===== src/design/mm_pkg.sv =====
// Shared types and constants for the matrix multiplier.
package mm_pkg;

    localparam int CFG_W       = 4;    // width of one dimension register
    localparam int SIZE_W      = 8;    // rows*cols of two CFG_W values
    localparam int CMD_W       = 2;
    localparam int PRODUCT_W   = 40;   // signed Q40.0 sum, saturated
    localparam int IDX_W       = 3;
    localparam int M_DATA_W    = 48;   // product, row, column, zero pad
    localparam int QUEUE_DEPTH = 4;

    localparam logic [CFG_W-1:0] CFG_RESET = 4'd8;

    typedef enum logic [1:0] {
        CFG_LEFT_ROWS  = 2'd0,
        CFG_LEFT_COLS  = 2'd1,
        CFG_RIGHT_ROWS = 2'd2,
        CFG_RIGHT_COLS = 2'd3
    } t_cfg_idx;

    typedef enum logic [CMD_W-1:0] {
        CMD_LOAD_LEFT  = 2'd0,
        CMD_LOAD_RIGHT = 2'd1,
        CMD_COMPUTE    = 2'd2
    } t_cmd;

    // Classified operations handed from the front end to the back end.
    typedef enum logic [1:0] {
        OP_WR_LEFT  = 2'd0,
        OP_WR_RIGHT = 2'd1,
        OP_COMPUTE  = 2'd2,
        OP_MISMATCH = 2'd3
    } t_op;

    // Effective (clamped) matrix dimensions.
    typedef struct packed {
        logic [CFG_W-1:0] left_rows;
        logic [CFG_W-1:0] left_cols;
        logic [CFG_W-1:0] right_rows;
        logic [CFG_W-1:0] right_cols;
    } t_dims;

    typedef struct packed {
        logic signed [PRODUCT_W-1:0] product;
        logic [IDX_W-1:0]            row;
        logic [IDX_W-1:0]            col;
        logic                        last;
        logic                        error;
    } t_result;

endpackage


===== src/design/matrix_multiply_top.sv =====
// Top level of the matrix multiplier: configuration registers and stream ports.
//
// Usage:
//   Config channel: write left_rows, left_cols, right_rows, right_cols (index 0..3)
//   while the block is idle; values clamp to 1..MAX_DIM. o_cfg_ready is always high.
//   Slave stream: tuser is the command (load left, load right, compute), tdata the
//   signed element. Loads fill each store row-major; loads past rows*cols are dropped.
//   Master stream: tdata = product, row, column; tlast marks the final result of a
//   compute; tuser flags a dimension mismatch, sent as a single result.
// Timing:
//   Requests pass a 4-entry queue; the back end takes a load only while it is idle.
//   A compute issues one multiply-accumulate per cycle, unless the output stalls it,
//   from one read port per store; each term passes the read and product registers,
//   and a result enters the output register when the last term of its sum is added.
//   When the receiver stalls, the output register holds, and a finished sum waiting for it
//   freezes the pipeline; the queue keeps taking requests until full, then s_axis_tready drops.
// Reset clears load pointers and store valid bits at once (unwritten elements read
// as zero) and sets all dimensions to 8; no clearing pass is needed.
module matrix_multiply_top #(
    parameter int MAX_DIM      = 8,
    parameter int ELEMENT_BITS = 16
) (
    input  logic                                 i_clk,
    input  logic                                 i_rst_n,
    // configuration write channel
    input  logic                                 i_cfg_valid,
    output logic                                 o_cfg_ready,
    input  logic [1:0]                           i_cfg_index,
    input  logic [mm_pkg::CFG_W-1:0]             i_cfg_data,
    // request stream
    input  logic                                 s_axis_tvalid,
    output logic                                 s_axis_tready,
    input  logic [((ELEMENT_BITS+7)/8)*8-1:0]    s_axis_tdata,  // element, zero pad
    input  logic [mm_pkg::CMD_W-1:0]             s_axis_tuser,  // command
    // result stream
    output logic                                 m_axis_tvalid,
    input  logic                                 m_axis_tready,
    output logic [mm_pkg::M_DATA_W-1:0]          m_axis_tdata,  // product, row, column, pad
    output logic                                 m_axis_tlast,
    output logic [0:0]                           m_axis_tuser   // dimension error
);

    localparam int DEPTH  = MAX_DIM * MAX_DIM;
    localparam int ADDR_W = $clog2(DEPTH);
    localparam int Q_W    = 2 + ADDR_W + ELEMENT_BITS;
    localparam int PAD_W  = mm_pkg::M_DATA_W - mm_pkg::PRODUCT_W - 2 * mm_pkg::IDX_W;

    logic [mm_pkg::CFG_W-1:0] r_left_rows, r_left_cols, r_right_rows, r_right_cols;
    mm_pkg::t_dims            w_dims;

    logic                     w_f_valid, w_f_ready;
    mm_pkg::t_op              w_f_op;
    logic [ADDR_W-1:0]        w_f_addr;
    logic [ELEMENT_BITS-1:0]  w_f_data;
    logic [Q_W-1:0]           w_q_data;
    logic                     w_q_valid, w_q_ready;
    mm_pkg::t_result          w_out;

    function automatic logic [mm_pkg::CFG_W-1:0] eff_dim(input logic [mm_pkg::CFG_W-1:0] v);
        logic [mm_pkg::CFG_W-1:0] res;
        if (v == '0)               res = mm_pkg::CFG_W'(1);
        else if (int'(v) > MAX_DIM) res = mm_pkg::CFG_W'(MAX_DIM);
        else                       res = v;
        return res;
    endfunction

    assign o_cfg_ready = 1'b1;

    always_ff @(posedge i_clk) begin
        if (!i_rst_n) begin
            r_left_rows  <= mm_pkg::CFG_RESET;
            r_left_cols  <= mm_pkg::CFG_RESET;
            r_right_rows <= mm_pkg::CFG_RESET;
            r_right_cols <= mm_pkg::CFG_RESET;
        end else if (i_cfg_valid) begin
            unique case (mm_pkg::t_cfg_idx'(i_cfg_index))
                mm_pkg::CFG_LEFT_ROWS:  r_left_rows  <= i_cfg_data;
                mm_pkg::CFG_LEFT_COLS:  r_left_cols  <= i_cfg_data;
                mm_pkg::CFG_RIGHT_ROWS: r_right_rows <= i_cfg_data;
                mm_pkg::CFG_RIGHT_COLS: r_right_cols <= i_cfg_data;
            endcase
        end
    end

    assign w_dims.left_rows  = eff_dim(r_left_rows);
    assign w_dims.left_cols  = eff_dim(r_left_cols);
    assign w_dims.right_rows = eff_dim(r_right_rows);
    assign w_dims.right_cols = eff_dim(r_right_cols);

    mm_front #(
        .MAX_DIM      (MAX_DIM),
        .ELEMENT_BITS (ELEMENT_BITS)
    ) u_front (
        .i_clk      (i_clk),
        .i_rst_n    (i_rst_n),
        .i_dims     (w_dims),
        .i_valid    (s_axis_tvalid),
        .o_ready    (s_axis_tready),
        .i_cmd      (s_axis_tuser),
        .i_element  (s_axis_tdata[ELEMENT_BITS-1:0]),
        .o_op_valid (w_f_valid),
        .i_op_ready (w_f_ready),
        .o_op       (w_f_op),
        .o_op_addr  (w_f_addr),
        .o_op_data  (w_f_data)
    );

    mm_queue #(
        .WIDTH (Q_W),
        .DEPTH (mm_pkg::QUEUE_DEPTH)
    ) u_queue (
        .i_clk   (i_clk),
        .i_rst_n (i_rst_n),
        .i_valid (w_f_valid),
        .o_ready (w_f_ready),
        .i_data  ({w_f_op, w_f_addr, w_f_data}),
        .o_valid (w_q_valid),
        .i_ready (w_q_ready),
        .o_data  (w_q_data)
    );

    mm_back #(
        .MAX_DIM      (MAX_DIM),
        .ELEMENT_BITS (ELEMENT_BITS)
    ) u_back (
        .i_clk       (i_clk),
        .i_rst_n     (i_rst_n),
        .i_dims      (w_dims),
        .i_op_valid  (w_q_valid),
        .o_op_ready  (w_q_ready),
        .i_op        (mm_pkg::t_op'(w_q_data[Q_W-1 -: 2])),
        .i_op_addr   (w_q_data[ELEMENT_BITS +: ADDR_W]),
        .i_op_data   (w_q_data[ELEMENT_BITS-1:0]),
        .o_out_valid (m_axis_tvalid),
        .i_out_ready (m_axis_tready),
        .o_out       (w_out)
    );

    assign m_axis_tdata = {{PAD_W{1'b0}}, w_out.col, w_out.row, w_out.product};
    assign m_axis_tlast = w_out.last;
    assign m_axis_tuser = w_out.error;

endmodule


===== src/design/mm_front.sv =====
// Front end: accepts requests, tracks load pointers, classifies into operations.
module mm_front #(
    parameter int MAX_DIM      = 8,
    parameter int ELEMENT_BITS = 16
) (
    input  logic                                 i_clk,
    input  logic                                 i_rst_n,
    input  mm_pkg::t_dims                        i_dims,
    input  logic                                 i_valid,
    output logic                                 o_ready,
    input  logic [mm_pkg::CMD_W-1:0]             i_cmd,
    input  logic [ELEMENT_BITS-1:0]              i_element,
    output logic                                 o_op_valid,
    input  logic                                 i_op_ready,
    output mm_pkg::t_op                          o_op,
    output logic [$clog2(MAX_DIM*MAX_DIM)-1:0]   o_op_addr,
    output logic [ELEMENT_BITS-1:0]              o_op_data
);

    localparam int DEPTH  = MAX_DIM * MAX_DIM;
    localparam int ADDR_W = $clog2(DEPTH);
    localparam int FILL_W = $clog2(DEPTH + 1);
    localparam int CMP_W  = (FILL_W > mm_pkg::SIZE_W) ? FILL_W : mm_pkg::SIZE_W;

    logic [FILL_W-1:0]         r_left_fill, n_left_fill;
    logic [FILL_W-1:0]         r_right_fill, n_right_fill;
    logic [mm_pkg::SIZE_W-1:0] w_left_size, w_right_size;
    logic                      w_left_room, w_right_room;
    logic                      w_accept;

    assign w_left_size  = mm_pkg::SIZE_W'(i_dims.left_rows) * mm_pkg::SIZE_W'(i_dims.left_cols);
    assign w_right_size = mm_pkg::SIZE_W'(i_dims.right_rows)
                        * mm_pkg::SIZE_W'(i_dims.right_cols);
    assign w_left_room  = CMP_W'(r_left_fill) < CMP_W'(w_left_size);
    assign w_right_room = CMP_W'(r_right_fill) < CMP_W'(w_right_size);

    assign o_ready   = i_op_ready;
    assign w_accept  = i_valid && i_op_ready;
    assign o_op_data = i_element;

    // Loads past the matrix size and the unused command are accepted and dropped.
    always_comb begin
        n_left_fill  = r_left_fill;
        n_right_fill = r_right_fill;
        o_op_valid   = 1'b0;
        o_op         = mm_pkg::OP_WR_LEFT;
        o_op_addr    = ADDR_W'(r_left_fill);
        unique case (mm_pkg::t_cmd'(i_cmd))
            mm_pkg::CMD_LOAD_LEFT: begin
                if (w_left_room) begin
                    o_op_valid  = i_valid;
                    n_left_fill = r_left_fill + FILL_W'(1);
                end
            end
            mm_pkg::CMD_LOAD_RIGHT: begin
                o_op      = mm_pkg::OP_WR_RIGHT;
                o_op_addr = ADDR_W'(r_right_fill);
                if (w_right_room) begin
                    o_op_valid   = i_valid;
                    n_right_fill = r_right_fill + FILL_W'(1);
                end
            end
            mm_pkg::CMD_COMPUTE: begin
                o_op_valid   = i_valid;
                o_op         = (i_dims.left_cols == i_dims.right_rows) ?
                               mm_pkg::OP_COMPUTE : mm_pkg::OP_MISMATCH;
                n_left_fill  = '0;
                n_right_fill = '0;
            end
            default: ;
        endcase
    end

    always_ff @(posedge i_clk) begin
        if (!i_rst_n) begin
            r_left_fill  <= '0;
            r_right_fill <= '0;
        end else if (w_accept) begin
            r_left_fill  <= n_left_fill;
            r_right_fill <= n_right_fill;
        end
    end

endmodule


===== src/design/mm_queue.sv =====
// Small FIFO between the front end and the back end.
module mm_queue #(
    parameter int WIDTH = 8,
    parameter int DEPTH = 4
) (
    input  logic             i_clk,
    input  logic             i_rst_n,
    input  logic             i_valid,
    output logic             o_ready,
    input  logic [WIDTH-1:0] i_data,
    output logic             o_valid,
    input  logic             i_ready,
    output logic [WIDTH-1:0] o_data
);

    localparam int PTR_W = (DEPTH > 1) ? $clog2(DEPTH) : 1;
    localparam int CNT_W = $clog2(DEPTH + 1);

    logic [WIDTH-1:0] r_mem [DEPTH];
    logic [PTR_W-1:0] r_wr_ptr, r_rd_ptr;
    logic [CNT_W-1:0] r_count;
    logic             w_push, w_pop;

    function automatic logic [PTR_W-1:0] ptr_inc(input logic [PTR_W-1:0] p);
        return (p == PTR_W'(DEPTH - 1)) ? '0 : p + PTR_W'(1);
    endfunction

    assign o_ready = r_count != CNT_W'(DEPTH);
    assign o_valid = r_count != '0;
    assign o_data  = r_mem[r_rd_ptr];
    assign w_push  = i_valid && o_ready;
    assign w_pop   = o_valid && i_ready;

    always_ff @(posedge i_clk) begin
        if (!i_rst_n) begin
            r_wr_ptr <= '0;
            r_rd_ptr <= '0;
            r_count  <= '0;
        end else begin
            if (w_push) r_wr_ptr <= ptr_inc(r_wr_ptr);
            if (w_pop)  r_rd_ptr <= ptr_inc(r_rd_ptr);
            r_count <= r_count + CNT_W'(w_push) - CNT_W'(w_pop);
        end
    end

    always_ff @(posedge i_clk) begin
        if (w_push) r_mem[r_wr_ptr] <= i_data;
    end

endmodule


===== src/design/mm_back.sv =====
// Back end: element stores and the multiply-accumulate pipeline.
module mm_back #(
    parameter int MAX_DIM      = 8,
    parameter int ELEMENT_BITS = 16
) (
    input  logic                                 i_clk,
    input  logic                                 i_rst_n,
    input  mm_pkg::t_dims                        i_dims,
    input  logic                                 i_op_valid,
    output logic                                 o_op_ready,
    input  mm_pkg::t_op                          i_op,
    input  logic [$clog2(MAX_DIM*MAX_DIM)-1:0]   i_op_addr,
    input  logic [ELEMENT_BITS-1:0]              i_op_data,
    output logic                                 o_out_valid,
    input  logic                                 i_out_ready,
    output mm_pkg::t_result                      o_out
);

    localparam int DEPTH  = MAX_DIM * MAX_DIM;
    localparam int ADDR_W = $clog2(DEPTH);
    localparam int CNT_W  = $clog2(MAX_DIM);
    localparam int PROD_W = 2 * ELEMENT_BITS;
    localparam int EXT_W  = ((PROD_W > mm_pkg::PRODUCT_W) ? PROD_W : mm_pkg::PRODUCT_W) + 1;
    localparam int SUM_W  = mm_pkg::PRODUCT_W + 1;

    localparam logic signed [EXT_W-1:0] SAT_MAX = EXT_W'({1'b0, {(mm_pkg::PRODUCT_W-1){1'b1}}});
    localparam logic signed [EXT_W-1:0] SAT_MIN = ~SAT_MAX;
    localparam logic signed [SUM_W-1:0] ACC_MAX = SUM_W'(SAT_MAX);
    localparam logic signed [SUM_W-1:0] ACC_MIN = ~ACC_MAX;

    typedef enum logic {S_IDLE, S_COMPUTE} t_state;

    // Stores; an entry without its valid bit reads as zero.
    logic [ELEMENT_BITS-1:0] r_left_mem  [DEPTH];
    logic [ELEMENT_BITS-1:0] r_right_mem [DEPTH];
    logic [DEPTH-1:0]        r_left_vld, r_right_vld;

    t_state            r_state;
    logic [CNT_W-1:0]  r_row, r_col, r_k;
    logic [ADDR_W-1:0] r_row_base, r_la, r_ra;

    // Stage 1: read data; stage 2: product; then accumulate
    logic                    r_s1_valid, r_s1_first, r_s1_last, r_s1_final;
    logic [CNT_W-1:0]        r_s1_row, r_s1_col;
    logic [ELEMENT_BITS-1:0] r_l_data, r_r_data;
    logic                    r_l_ok, r_r_ok;
    logic                    r_s2_valid, r_s2_first, r_s2_last, r_s2_final;
    logic [CNT_W-1:0]        r_s2_row, r_s2_col;
    logic signed [PROD_W-1:0] r_prod;
    logic signed [mm_pkg::PRODUCT_W-1:0] r_acc;

    logic                    r_out_valid;
    mm_pkg::t_result         r_out;

    logic signed [ELEMENT_BITS-1:0]      w_l, w_r;
    logic signed [EXT_W-1:0]             w_prod_ext;
    logic signed [mm_pkg::PRODUCT_W-1:0] w_term, w_base, w_acc_next;
    logic signed [SUM_W-1:0]             w_sum;
    logic w_pop, w_issue, w_stall, w_out_free, w_pipe_empty;
    logic w_k_last, w_col_last, w_row_last;

    assign w_out_free   = !r_out_valid || i_out_ready;
    assign w_pipe_empty = !r_s1_valid && !r_s2_valid;
    assign w_stall      = r_s2_valid && r_s2_last && !w_out_free;
    assign w_issue      = (r_state == S_COMPUTE) && !w_stall;

    assign w_k_last   = (mm_pkg::CFG_W'(r_k) + mm_pkg::CFG_W'(1)) == i_dims.left_cols;
    assign w_col_last = (mm_pkg::CFG_W'(r_col) + mm_pkg::CFG_W'(1)) == i_dims.right_cols;
    assign w_row_last = (mm_pkg::CFG_W'(r_row) + mm_pkg::CFG_W'(1)) == i_dims.left_rows;

    // An error result must follow every product of an earlier compute.
    always_comb begin
        o_op_ready = 1'b0;
        if (r_state == S_IDLE && i_op_valid) begin
            unique case (i_op)
                mm_pkg::OP_WR_LEFT, mm_pkg::OP_WR_RIGHT, mm_pkg::OP_COMPUTE:
                    o_op_ready = 1'b1;
                mm_pkg::OP_MISMATCH:
                    o_op_ready = w_pipe_empty && w_out_free;
            endcase
        end
    end
    assign w_pop = i_op_valid && o_op_ready;

    assign w_l        = r_l_ok ? r_l_data : '0;
    assign w_r        = r_r_ok ? r_r_data : '0;
    assign w_prod_ext = EXT_W'(r_prod);

    always_comb begin
        if (w_prod_ext > SAT_MAX)      w_term = SAT_MAX[mm_pkg::PRODUCT_W-1:0];
        else if (w_prod_ext < SAT_MIN) w_term = SAT_MIN[mm_pkg::PRODUCT_W-1:0];
        else                           w_term = w_prod_ext[mm_pkg::PRODUCT_W-1:0];
        w_base = r_s2_first ? '0 : r_acc;
        w_sum  = SUM_W'(w_term) + SUM_W'(w_base);
        if (w_sum > ACC_MAX)      w_acc_next = ACC_MAX[mm_pkg::PRODUCT_W-1:0];
        else if (w_sum < ACC_MIN) w_acc_next = ACC_MIN[mm_pkg::PRODUCT_W-1:0];
        else                      w_acc_next = w_sum[mm_pkg::PRODUCT_W-1:0];
    end

    always_ff @(posedge i_clk) begin
        if (!i_rst_n) begin
            r_state     <= S_IDLE;
            r_s1_valid  <= 1'b0;
            r_s2_valid  <= 1'b0;
            r_out_valid <= 1'b0;
        end else begin
            // address walk: left steps by one, right steps by a row
            if (w_pop && i_op == mm_pkg::OP_COMPUTE) begin
                r_state    <= S_COMPUTE;
                r_row      <= '0;
                r_col      <= '0;
                r_k        <= '0;
                r_row_base <= '0;
                r_la       <= '0;
                r_ra       <= '0;
            end else if (w_issue) begin
                if (!w_k_last) begin
                    r_k  <= r_k + CNT_W'(1);
                    r_la <= r_la + ADDR_W'(1);
                    r_ra <= r_ra + ADDR_W'(i_dims.right_cols);
                end else if (!w_col_last) begin
                    r_k   <= '0;
                    r_col <= r_col + CNT_W'(1);
                    r_la  <= r_row_base;
                    r_ra  <= ADDR_W'(r_col) + ADDR_W'(1);
                end else if (!w_row_last) begin
                    r_k        <= '0;
                    r_col      <= '0;
                    r_row      <= r_row + CNT_W'(1);
                    r_row_base <= r_row_base + ADDR_W'(i_dims.left_cols);
                    r_la       <= r_row_base + ADDR_W'(i_dims.left_cols);
                    r_ra       <= '0;
                end else begin
                    r_state <= S_IDLE;
                end
            end

            if (!w_stall) begin
                r_s1_valid <= w_issue;
                r_s1_first <= r_k == '0;
                r_s1_last  <= w_k_last;
                r_s1_final <= w_k_last && w_col_last && w_row_last;
                r_s1_row   <= r_row;
                r_s1_col   <= r_col;
                r_s2_valid <= r_s1_valid;
                r_s2_first <= r_s1_first;
                r_s2_last  <= r_s1_last;
                r_s2_final <= r_s1_final;
                r_s2_row   <= r_s1_row;
                r_s2_col   <= r_s1_col;
            end

            if (w_pop && i_op == mm_pkg::OP_MISMATCH) begin
                r_out_valid <= 1'b1;
                r_out       <= '{product: '0, row: '0, col: '0, last: 1'b1, error: 1'b1};
            end else if (r_s2_valid && r_s2_last && !w_stall) begin
                r_out_valid   <= 1'b1;
                r_out.product <= w_acc_next;
                r_out.row     <= mm_pkg::IDX_W'(r_s2_row);
                r_out.col     <= mm_pkg::IDX_W'(r_s2_col);
                r_out.last    <= r_s2_final;
                r_out.error   <= 1'b0;
            end else if (i_out_ready) begin
                r_out_valid <= 1'b0;
            end
        end
    end

    always_ff @(posedge i_clk) begin
        if (!i_rst_n) begin
            r_left_vld  <= '0;
            r_right_vld <= '0;
        end else if (w_pop) begin
            if (i_op == mm_pkg::OP_WR_LEFT)  r_left_vld[i_op_addr]  <= 1'b1;
            if (i_op == mm_pkg::OP_WR_RIGHT) r_right_vld[i_op_addr] <= 1'b1;
        end
    end

    always_ff @(posedge i_clk) begin
        if (w_pop && i_op == mm_pkg::OP_WR_LEFT)  r_left_mem[i_op_addr]  <= i_op_data;
        if (w_pop && i_op == mm_pkg::OP_WR_RIGHT) r_right_mem[i_op_addr] <= i_op_data;
        if (w_issue) begin
            r_l_data <= r_left_mem[r_la];
            r_r_data <= r_right_mem[r_ra];
            r_l_ok   <= r_left_vld[r_la];
            r_r_ok   <= r_right_vld[r_ra];
        end
        if (!w_stall && r_s1_valid) r_prod <= w_l * w_r;
        if (!w_stall && r_s2_valid && !r_s2_last) r_acc <= w_acc_next;
    end

    assign o_out_valid = r_out_valid;
    assign o_out       = r_out;

`ifndef SYNTHESIS
    a_error_is_alone: assert property (@(posedge i_clk) disable iff (!i_rst_n)
        r_out_valid && r_out.error |-> r_out.last && r_out.product == '0)
        else $error("error result without last or with a product");

    a_left_addr: assert property (@(posedge i_clk) disable iff (!i_rst_n)
        r_state == S_COMPUTE |-> r_la == r_row_base + ADDR_W'(r_k))
        else $error("left address out of step with row and column counters");

    a_right_addr: assert property (@(posedge i_clk) disable iff (!i_rst_n)
        r_state == S_COMPUTE |->
            r_ra == ADDR_W'(ADDR_W'(r_k) * ADDR_W'(i_dims.right_cols) + ADDR_W'(r_col)))
        else $error("right address out of step with counters");

    a_final_is_last: assert property (@(posedge i_clk) disable iff (!i_rst_n)
        r_s2_valid && r_s2_final |-> r_s2_last)
        else $error("final marker on a partial sum");
`endif

endmodule

===== config.mk =====
export PLATFORM = sky130hd
export DESIGN_NAME = matrix_multiply_top
export DESIGN_NICKNAME = d
export VERILOG_FILES = /design/src/design/mm_pkg.sv /design/src/design/matrix_multiply_top.sv /design/src/design/mm_front.sv /design/src/design/mm_queue.sv /design/src/design/mm_back.sv
export SDC_FILE = /design/constraint.sdc
export NUM_CORES = 2
export LEC_CHECK = 0
export BUFFER_PORTS_ARGS = -buffer_cell sky130_fd_sc_hd__buf_2
export CAP_MARGIN = 25
export CORE_MARGIN = 8
export CORE_UTILIZATION = 45
export CTS_BUF_LIST = sky130_fd_sc_hd__clkbuf_8
export DETAILED_ROUTE_END_ITERATION = 6
export GPL_TIMING_DRIVEN = 0
export PLACE_DENSITY = 0.67
export SETUP_SLACK_MARGIN = 0.2
export SYNTH_ARGS = -nofsm -noshare
export SYNTH_HDL_FRONTEND = slang
export SYNTH_SLANG_ARGS = --single-unit

===== constraint.sdc =====
create_clock -name i_clk -period 19.1 [get_ports i_clk]
set_input_delay 0.955 -clock i_clk [delete_from_list [all_inputs] [get_ports i_clk]]
set_output_delay 0.955 -clock i_clk [all_outputs]
set_load 0.05 [all_outputs]

==> impl_metrics.ini <==
[outcome]
outcome = finished, final reports clean

[sta]
finalClockSkew_ns = 0.0901
hold_violations = 0
whs_ns = 0.164
relSlewSlack = 0.245
fmax_mhz = 130
rsz0062_at_grt = no
min_period_over_period = 0.403
tightest_slew_ns = 1.13
setup-tns-final_ns = 0
drv_slew = 0
setup_viol = 0
post-route-min-period_ns = 7.69

[synthesis]
synth.avg_cell_area_um2 = 18.1
synth_seq_area_share = 0.671
synth_top_area_frac = 0.640
synth_seq_cells = 2514
synth_top_area_cell = edfxtp_1
yosys_warnings = 0
yosys.cell_types.count = 87
synth_area_leaders = edfxtp_1, mux4_2, fa_1
synthCells = 6078
ys.flop_type = edfxtp_1
async_flop_share = 0
synthesis.area_mm2 = 0.110
synth_edf_count = 2343

[global_routing]
gr-max-usage-layer = met2
met3_usage = 0.0519
grt_pass1_vias = 60600
grt_pass1_wl_um = 403000
met1_usage = 0.288
grt_util_all_layers = 0.210
grt_max_degree = 85
grt_overflow = 0
antenna_found_initial = 24
grtUsageMet2 = 0.331

[clocking]
numCtsBuffers = 409
cts_max_level = 5
clkTransAtPathRegs_ns = 0.07
clockBufferDepth = 4
clock_sinks = 2514
cts_tree = done
clk_root_buffer_cell = clkbuf_8
insertion_delay_ns = 1.11

[critical_path]
cp_max_fo = 10
critical_path_class = reg2reg
crit_arrival_ns = 8.55
startpoint = u_back.r_r_ok$_DFFE_PP_
worstSetupStartpointType = flip-flop
rr_startpoint = u_back.r_r_ok$_DFFE_PP_
required_ns = 19.96
endpoint_kind = flip-flop

[place]
post_dp_cell_area_mm2 = 0.118
numPortBuffers = 78
place.gp.congestion = 0.915
place_hpwl_um = 193000

[power]
ir_worst_vdd_mv = 0.172
netSwitchingPower_uw = 6480
seqPwrFrac = 0.394
pwr_density_cell_mw_per_mm2 = 146
p_int_uw = 11900
p_comb_frac = 0.369
p_clk_frac = 0.237
cellLeakagePower_uw = 0.0427
swShare = 0.352

[die]
die_y_um = 510
initial_utilization = 0.452
dieArea_mm2 = 0.260
ios = 82
row_count = 181
fp.coreArea_mm2 = 0.243
dieWidth_um = 510

[layout]
drive_above_1_share = 0.248
final_util = 0.516
syn_to_final_growth_pct = 14.2
finalInstanceArea_mm2 = 0.126
fillCellCount = 19300
final_nets = 7253

[route]
antenna_left = 0
detail_route.vias_per_cell = 5.73
first_pass_iters = 7
num_vias = 59000
drc_errors = 0
wire_per_inst_um = 26.7
drt_iter0_drc = 6494
drt_wl_total_um = 275000

[job]
cap_viol_max_count = 0

[min_path]
hold_path.startpoint = i_cfg_data[2]
min_path_type = in2reg
timing repair:
item,in CTS,in global routing
resized for setup,0,0
setup buffers,0,0
hold buffers,16,0
hold endpoints to repair,64,0
kinds of logic after synthesis:
group / count (synthesis) / synth area share
AOI/OAI and AO/OA: 366 / 0.0224
xor gates and xnor gates: 105 / 0.00836
adders and majority gates: 493 / 0.0744
buffers and inverters: 670 / 0.0238
DFF: 2514 / 0.671
muxes: 769 / 0.154
other: 2 / 0.0000683
and+or+nand+nor: 1159 / 0.0460
per-stage QoR:
stage	std cells	setup WS, ns	power [µW]
floorplan	6079	12.80	11700
global placement	9359	11.46	13800
detailed placement	9526	11.40	14100
CTS	10300	11.36	18500
global route	10300	10.87	19300
finish	10300	11.41	18400
routing by layer:
| metal | part of all wire | vias up | wire length, µm |
|---|---|---|---|
| met1 | 0.41 | 31000 | 112000 |
| met2 | 0.47 | 2502 | 129000 |
| met4 | 0.035 | 14 | 9720 |
| met3 | 0.088 | 539 | 24300 |
| li1 | - | 24900 | - |
| met5 | 0.00033 | - | 90 |
path summary, 6_finish.rpt:
path / to / slack (ns) / depth (start not counted)
setup / recovery: u_back.r_prod[31]$_DFFE_PP_ / 11.41 / 21
hold / removal: r_left_cols[2]$_SDFFE_PN0P_ / 0.16 / 3
hold reg to reg: u_back.r_s2_row[2]$_DFFE_PP_ / 0.42 / 0
setup reg to reg: u_back.r_prod[31]$_DFFE_PP_ / 11.41 / 21
power by group through the flow:
stage               combinational, µW  sequential [µW]  clock (µW)
floorplan                        4280             7440           0
global placement                 6370             7470           0
detailed placement               6770             7360           0
CTS                              6800             7250        4430
global route                     7360             7260        4670
finish                           6790             7250        4350
final cells by class:
type / instances / area (µm²) / area share
well taps: 3202 / 4010 / 0.0319
diodes: 11 / 27.5 / 0.000219
plain buffers: 307 / 1260 / 0.0100
inverters: 363 / 1360 / 0.0108
multi-input cells: 2895 / 34000 / 0.270
repair buffers: 275 / 3680 / 0.0293
clock inverters: 290 / 1550 / 0.0124
flip-flops and latches: 2514 / 73800 / 0.587
clock buffers: 435 / 5990 / 0.0477
state kept, by name, summed over array words and instances, names as in the netlist, 4 cells and up, named ones only:
| register | cells |
|---|---|
| r_left_cols | 4 |
| r_left_rows | 4 |
| r_right_cols | 4 |
| r_right_rows | 4 |
| u_back.o_out | 48 |
| u_back.r_acc | 40 |
| u_back.r_l_data | 16 |
| u_back.r_la | 6 |
| u_back.r_left_mem | 1024 |
| u_back.r_left_vld | 64 |
| u_back.r_prod | 32 |
| u_back.r_r_data | 16 |
| u_back.r_ra | 6 |
| u_back.r_right_mem | 1024 |
| u_back.r_right_vld | 64 |
| u_back.r_row_base | 6 |
| u_front.r_left_fill | 7 |
| u_front.r_right_fill | 7 |
| u_queue.r_mem | 96 |
placed cells by master, fill, tap and decap left out, types with 70 or more instances in the layout:
master / netlist / final
clkinv_1: 2 / 84
nor2_1: 619 / 491
clkbuf_8: 0 / 435
clkbuf_1: 220 / 220
dfxtp_1: 171 / 171
xnor2_1: 70 / 70
mux4_2: 738 / 722
fa_1: 274 / 274
nor2_2: 1 / 129
inv_1: 360 / 486
a21oi_1: 102 / 101
ha_1: 185 / 185
buf_2: 45 / 123
edfxtp_1: 2343 / 2343
buf_8: 0 / 132
nand2_1: 260 / 260
critical path, stage by stage, from the launching register on:
cell and delay, ns:
edfxtp_1 0.35, clkbuf_1 0.32, clkbuf_1 0.40, nand2_1 0.47, nor2_1 0.27, fa_1 0.49
fa_1 0.80, inv_1 0.10, fa_1 0.48, fa_1 0.55, inv_1 0.05, fa_1 0.50
fa_1 0.42, ha_1 0.41, o2111a_1 0.26, and2_1 0.18, nand3_1 0.10, a211oi_1 0.45
o21ai_0 0.24, a31oi_1 0.29, nor4_1 0.08, a311oi_1 0.28
Yosys cell counts (30+ instances only):
cell and count:
a21oi_1 102, and2_1 53, buf_1 32, buf_2 45, clkbuf_1 220, dfxtp_1 171
edfxtp_1 2343, fa_1 274, ha_1 185, inv_1 360, maj3_2 30, mux4_2 738
nand2_1 260, nand3_1 43, nor2_1 619, nor2b_1 56, o21ai_0 57, o2bb2ai_1 33
xnor2_1 70, xor2_1 35
(Power assumes the default switching activity.)
